### src/hw/rtl/pgr_pkg.sv
// Shared constants and register codes for the perspective glyph rectangle block.
`default_nettype none
package pgr_pkg;

	localparam int POW_ENTRIES_DEF = 256;
	localparam int DIV_LAT = 40;

	localparam logic [21:0] LOG2_10_Q20 = 22'd3483294;
	localparam longint unsigned LN2_Q32 = 64'd2977044472;
	localparam logic [32:0] ONE_Q32 = 33'h1_0000_0000;
	localparam logic [16:0] ONE_Q16 = 17'h10000;

	typedef enum logic [2:0] {
		REG_PLAYER_DISTANCE  = 3'd0,
		REG_HIGHWAY_DEPTH    = 3'd1,
		REG_PERSP_STRENGTH   = 3'd2,
		REG_BAR_RATIO        = 3'd3,
		REG_REGULAR_RATIO    = 3'd4,
		REG_CURVE_EXPONENT   = 3'd5,
		REG_OFFSET_MULT      = 3'd6
	} reg_idx_t;

endpackage
`default_nettype wire

### src/hw/rtl/pgr_div.sv
// Restoring divider pipe, one quotient bit per stage up to QW, side data carried along.
`default_nettype none
module pgr_div import pgr_pkg::*; #(
	parameter int NW  = 32,
	parameter int DW  = 16,
	parameter int QW  = 32,
	parameter int LAT = DIV_LAT,
	parameter int SW  = 1
) (
	input  logic          clk,
	input  logic          arst_n,
	input  logic          vin,
	input  logic [NW-1:0] n,
	input  logic [DW-1:0] d,
	input  logic [SW-1:0] side_in,
	output logic [QW-1:0] q,
	output logic          ovf,
	output logic          vout,
	output logic [SW-1:0] side_out
);

	localparam int XW = ((NW > DW + QW) ? NW : DW + QW) + 1;

	logic [LAT-1:0] v_s;
	logic [LAT-1:0] ovf_s;
	logic [NW-1:0]  r_s  [LAT];
	logic [QW-1:0]  q_s  [LAT];
	logic [DW-1:0]  d_s  [LAT];
	logic [SW-1:0]  sd_s [LAT];

	for (genvar i = 0; i < LAT; i++) begin : g_st
		logic          vi;
		logic          o_in;
		logic [NW-1:0] r_in;
		logic [QW-1:0] q_in;
		logic [DW-1:0] d_in;
		logic [SW-1:0] s_in;
		logic [NW-1:0] r_nx;
		logic [QW-1:0] q_nx;

		if (i == 0) begin : g_first
			assign vi   = vin;
			assign r_in = n;
			assign q_in = '0;
			assign d_in = d;
			assign s_in = side_in;
			assign o_in = XW'(n) >= (XW'(d) << QW);
		end else begin : g_next
			assign vi   = v_s[i-1];
			assign r_in = r_s[i-1];
			assign q_in = q_s[i-1];
			assign d_in = d_s[i-1];
			assign s_in = sd_s[i-1];
			assign o_in = ovf_s[i-1];
		end

		if (i < QW) begin : g_step
			localparam int J = QW - 1 - i;
			logic [XW-1:0] dsh;
			logic          ge;
			assign dsh  = XW'(d_in) << J;
			assign ge   = XW'(r_in) >= dsh;
			assign r_nx = ge ? NW'(XW'(r_in) - dsh) : r_in;
			assign q_nx = q_in | (QW'(ge) << J);
		end else begin : g_hold
			assign r_nx = r_in;
			assign q_nx = q_in;
		end

		always_ff @(posedge clk or negedge arst_n) begin
			if (!arst_n) begin
				v_s[i] <= 1'b0;
			end else begin
				v_s[i] <= vi;
			end
		end

		always_ff @(posedge clk) begin
			r_s[i]   <= r_nx;
			q_s[i]   <= q_nx;
			d_s[i]   <= d_in;
			sd_s[i]  <= s_in;
			ovf_s[i] <= o_in;
		end
	end

	assign q        = q_s[LAT-1];
	assign ovf      = ovf_s[LAT-1];
	assign vout     = v_s[LAT-1];
	assign side_out = sd_s[LAT-1];

endmodule
`default_nettype wire

### config.mk
export PLATFORM = sky130hd
export DESIGN_NAME = pgr_div
export DESIGN_NICKNAME = d
export VERILOG_FILES = /design/src/hw/rtl/pgr_pkg.sv /design/src/hw/rtl/pgr_div.sv
export SDC_FILE = /design/constraint.sdc
export NUM_CORES = 2
export LEC_CHECK = 0
export BUFFER_PORTS_ARGS = -buffer_cell sky130_fd_sc_hd__buf_2
export CAP_MARGIN = 20
export CORE_MARGIN = 2
export CORE_UTILIZATION = 30
export DETAILED_ROUTE_END_ITERATION = 10
export PLACE_DENSITY = 0.48
export REMOVE_ABC_BUFFERS = 1
export SETUP_SLACK_MARGIN = 0.02
export SKIP_LAST_GASP = 1
export SLEW_MARGIN = 25
export SYNTH_ARGS = -nofsm -noshare
export SYNTH_HDL_FRONTEND = slang
export SYNTH_SLANG_ARGS = --single-unit
### constraint.sdc
create_clock -name clk -period 3.1 [get_ports clk]
set_clock_uncertainty 0.05 [all_clocks]
set_input_delay 0.62 -clock clk [delete_from_list [all_inputs] [get_ports clk]]
set_output_delay 0.62 -clock clk [all_outputs]
set_load 0.01 [all_outputs]
Word level (Yosys, flattened, before mapping)
Memories as Yosys holds them, arrays and structs flattened.
Cells that the tools add are included.
- flip-flop bits (word level): 80
- memory bits (writable): 3240
- input port bits: 52
- output and inout port bits: 35
- memories: 4
- $add $sub $neg: 32
- $lt $le $gt $ge: 33
- muxes and demuxes: 32
- bitwise gates (word level): 31
- memories (memory ; depth ; bits a word ; rd ports ; clocked after Yosys merged registers in ; wr ports ; line ; text):
    q_s ; 40 ; 32 ; 40 ; 0 ; 40 ; pgr_div.sv:27 ; logic [QW-1:0] q_s [LAT];
    r_s ; 40 ; 32 ; 39 ; 0 ; 40 ; pgr_div.sv:26 ; logic [NW-1:0] r_s [LAT];
    d_s ; 40 ; 16 ; 39 ; 0 ; 40 ; pgr_div.sv:28 ; logic [DW-1:0] d_s [LAT];
    sd_s ; 40 ; 1 ; 40 ; 0 ; 40 ; pgr_div.sv:29 ; logic [SW-1:0] sd_s [LAT];
- operators by type and width (cell ; count):
    32-bit 2-to-1 mux ; 32
    32-bit subtractor ; 16
    32-bit by 48-bit greater-or-equal comparator with 1-bit output ; 1
    32-bit by 47-bit greater-or-equal comparator with 1-bit output ; 1
    32-bit by 46-bit greater-or-equal comparator with 1-bit output ; 1
    32-bit by 45-bit greater-or-equal comparator with 1-bit output ; 1
    32-bit by 44-bit greater-or-equal comparator with 1-bit output ; 1
    32-bit by 43-bit greater-or-equal comparator with 1-bit output ; 1
    32-bit by 42-bit greater-or-equal comparator with 1-bit output ; 1
    32-bit by 41-bit greater-or-equal comparator with 1-bit output ; 1
    32-bit by 40-bit greater-or-equal comparator with 1-bit output ; 1
    32-bit by 39-bit greater-or-equal comparator with 1-bit output ; 1
    32-bit by 38-bit greater-or-equal comparator with 1-bit output ; 1
    32-bit by 37-bit greater-or-equal comparator with 1-bit output ; 1
    32-bit by 36-bit greater-or-equal comparator with 1-bit output ; 1
    32-bit by 35-bit greater-or-equal comparator with 1-bit output ; 1
    32-bit by 34-bit greater-or-equal comparator with 1-bit output ; 1
    32-bit by 33-bit greater-or-equal comparator with 1-bit output ; 1
    32-bit by 16-bit greater-or-equal comparator with 1-bit output ; 1
    32-bit by 17-bit greater-or-equal comparator with 1-bit output ; 1
    32-bit by 18-bit greater-or-equal comparator with 1-bit output ; 1
    32-bit by 19-bit greater-or-equal comparator with 1-bit output ; 1
    32-bit by 20-bit greater-or-equal comparator with 1-bit output ; 1
    32-bit by 21-bit greater-or-equal comparator with 1-bit output ; 1
    other kinds (58) ; 58

Depth between registers and ports, before layout
An unclocked memory read counts as a cell.
- depth after elaboration: 3
- depth in mapped cells: 13
- gate-level depth less buffers: 13

Worst setup path after synthesis
No wires, ideal clock.
- kind: register to register
- start: mem r_s[11][19] (netlist: r_s[1][115])
- end: mem r_s[12][24] (netlist: r_s[1][152])
- data arrival time: 2.709 ns
- required time: 2.929 ns
- slack: 0.220 ns
- cell stages (with the launch flop): 13
- path buffers: 1
- clock period less this slack: 2.880 ns
- cells stage by stage: dfxtp_1 > inv_1 > ha_1 > fa_1 > inv_1 > a21oi_1 > o21bai_1 > a21oi_1 > nand3b_1 > a211oi_1 > a211o_1 > buf_1 > mux2_2
- RTL lines (item ; line):
    start: declaration ; pgr_div.sv:26

==> results.sh <==
export IMPL_die_w_microns=503
export IMPL_cp_arrival_ns=3.74
export IMPL_place_hpwl_microns=111000
export IMPL_syn_to_final_growth_pct=21.6
export IMPL_port_buffers=86
export IMPL_drt_wl_total_microns=151000
export IMPL_reg2reg_to="r_s[2][188]"
export IMPL_ys_flop_type="dfxtp_1"
export IMPL_finalMaxSlewViolations=0
export IMPL_synth_edf_count=0
export IMPL_die_h_microns=503
export IMPL_hold_class="reg -> reg"
export IMPL_syn_area_sq_um=74800
export IMPL_wl_per_cell_microns=14.4
export IMPL_fin_nets=7474
export IMPL_core_rowCount=183
export IMPL_max_slew_margin_pct=45.0
export IMPL_coreArea_sq_um=248000
export IMPL_hold_start="q_s[26][19]"
export IMPL_clock_sinks=2392
export IMPL_startpoint_type="register"
export IMPL_rr_startpoint="d_s[2][70]"
export IMPL_grt_max_degree=41
export IMPL_overflow=0
export IMPL_hold_depth=0
export IMPL_cap_violations=0
export IMPL_syn_avg_cell_area_sq_um=11.6
export IMPL_cts_tree="done"
export IMPL_powerDensity_nw_per_um2=1010
export IMPL_cellLeakagePower_uw=0.0390
export IMPL_fin_hold_ws_ns=0.234
export IMPL_clock_path_buffers=4
export IMPL_crit_path_end_kind="register"
export IMPL_initial_core_util_pct=30.1
export IMPL_cts_made_buffers=274
export IMPL_fin_ws_ns=0.0702
export IMPL_synthDistinctLibCells=88
export IMPL_ff2ff_setup_slack_ns=0.07
export IMPL_drt_pre_antenna_iters=5
export IMPL_critPathKind="reg -> reg"
export IMPL_cp_required_ns=3.81
export IMPL_period_needed_ns=3.03
export IMPL_grt_pass1_vias=46300
export IMPL_ff2ff_path_depth=12
export IMPL_yosysWarnings=0
export IMPL_async_flop_share_pct=1.67
export IMPL_drc=0
export IMPL_track_usage_pct=11.8
export IMPL_gp_congestion=0.852
export IMPL_ant_nets=0
export IMPL_drtIter0Drc=2184
export IMPL_rsz0062_at_grt="yes"
export IMPL_outcome="completed"
export IMPL_tightest_slew_ns=0.825
export IMPL_vias_per_cell=4.33
export IMPL_max_freq_mhz=330
export IMPL_critPathCapture="r_s[2][188]"
export IMPL_antenna_found_initial=8
export IMPL_layout_drive_gt1_share_pct=13.3
export IMPL_crit_start="d_s[2][70]"
export IMPL_num_io_pins=87
export IMPL_num_vias=45600
export IMPL_place_ws_ns=-0.137
export IMPL_clock_latency_ns=0.89
export IMPL_yosysSeqAreaShare_pct=64.3
export IMPL_cts_clk_slew_worst_paths_ns=0.06
export IMPL_finalCritPeriodShare_pct=97.7
export IMPL_hold_violations=0
export IMPL_synth_seq_cells=2392
export IMPL_worst_path_max_fanout=3
export IMPL_netlist_instances=6455
export IMPL_dieArea_sq_um=253000
export IMPL_setup_violations=0
export IMPL_n_fill_cell=24200
export IMPL_grt_first_pass_wirelength_microns=244000
export IMPL_ir_drop_v=0.000641
export IMPL_cts_root_buf="clkbuf_16"
export IMPL_cts_max_level=5
-- power breakdown --
group | leakage, uW | internal [uW] | switching (uW)
registers | 0.0200 | 35300 | 2810
logic | 0.0144 | 10400 | 11600
clock network | 0.00447 | 20100 | 12000
-- through the flow --
step | util (%) | setup TNS [ns] | area (sq um) | power [uW] | instances
2_1_floorplan | - | -13.06 | 74500 | 53500 | 6381
3_3_place_gp | 32.5 | -0.716 | 80700 | 59700 | 9986
3_5_place_dp | 32.5 | -0.717 | 80700 | 60000 | 9986
4_1_cts | 36.4 | 0 | 90500 | 93000 | 10500
5_1_grt | 36.6 | -0.120 | 91000 | 97800 | 10500
6_report | 36.7 | 0 | 91000 | 92300 | 10500
-- critical path, stage by stage (launching register included) --
cell and delay [ns]:
dfxtp_2 0.34, inv_2 0.04, ha_4 0.27, nand3_2 0.06, or4_4 0.52, or4_4 0.52, o211ai_1 0.17, a31oi_2 0.16
buf_4 0.17, a2111oi_4 0.21, buf_4 0.19, nand3b_1 0.09, xnor2_1 0.15
-- kinds of logic after synthesis --
family	synth area share (%)
fa+ha+maj	7.36
simple gates	9.62
buf+inv	3.09
mux	1.79
compound gates	9.30
xor+xnor	4.55
flops	64.3
-- final cells by class --
cell class	count	area (sq um)	share of cell area [%]
Antenna cell	7	17.5	0.0193
Clock buffer	370	7790	8.57
Clock inverter	88	1330	1.46
Inverter	537	2020	2.22
Multi-Input combinational cell	3452	24900	27.4
Sequential cell	2392	48100	52.9
Tap cell	3330	4170	4.58
Timing Repair Buffer	343	2640	2.90
-- Yosys cell counts (all sizes together) (18+ instances only) --
master,instances,area [sq um]
a211oi,33,258
a21o,117,878
a21oi,340,1700
a31oi,38,238
and3,28,175
clkbuf,59,223
dfrtp,40,1000
dfxtp,2352,47100
fa,30,601
ha,392,4900
inv,537,2020
mux2,105,1180
nand2,343,1290
nand2b,52,325
nand3,60,305
nand4,74,463
nor2,316,1190
nor2b,73,457
nor3,101,505
nor4,162,1020
nor4b,25,219
o2111ai,18,158
o211ai,21,158
o21a,47,353
o21ai,327,1640
o21bai,26,195
o31ai,31,233
or2,19,119
or3,30,188
or4,26,199
xnor2,211,1850
xor2,178,1560
-- metal layers --
layer | global-route usage (%) | wire length (microns) | up-vias
li1 | - | - | 23200
met5 | 0 | 13 | -
met4 | 4.81 | 5500 | 2
met2 | 20.2 | 71600 | 756
met1 | 14.4 | 68200 | 21300
met3 | 2.43 | 5930 | 376
-- registers in the layout (all words and copies together) (netlist names) --
register and cells:
d_s 496, r_s 992, vout 1, ovf 1
g_st.o_in 39, q_s 784, g_st.vi 39, sd_s 40
-- what timing repair did --
| item | in CTS | in global routing |
|---|---|---|
| resized for setup | 19 | 85 |
| buffers inserted | 5 | 12 |
| cloned | 0 | 1 |
| hold buffers | 51 | 0 |
| setup endpoints to repair | 34 | 150 |
| pin swaps | 8 | 28 |
| endpoints found under the hold margin | 91 | 0 |
-- worst min path at each step --
| stage | to |
|---|---|
| floorplan | g_st[10].o_in |
| global placement | q_s[19][31] |
| detailed placement | q_s[10][23] |
| CTS | d_s[0][5] |
| global route | q_s[27][19] |
| finish | q_s[27][19] |
-- cells in the final DEF, fill, tap and decap left out, types with 40 or more instances in the layout --
cell type / Yosys / routed
a21o_1: 117 / 117
a21oi_1: 340 / 333
buf_2: 10 / 86
buf_4: 0 / 192
clkbuf_1: 58 / 45
clkbuf_16: 0 / 281
clkbuf_8: 0 / 45
dfrtp_1: 40 / 40
dfxtp_1: 2352 / 2344
dlygate4sd3_1: 0 / 51
ha_1: 392 / 383
inv_1: 534 / 527
mux2_2: 105 / 105
nand2_1: 343 / 341
nand2b_1: 52 / 51
nand3_1: 59 / 58
nand4_1: 74 / 74
nor2_1: 315 / 312
nor2b_1: 73 / 73
nor3_1: 101 / 98
nor4_1: 161 / 157
o21a_1: 47 / 45
o21ai_0: 321 / 312
xnor2_1: 211 / 210
xor2_1: 178 / 178
(Power assumes the default switching activity.)
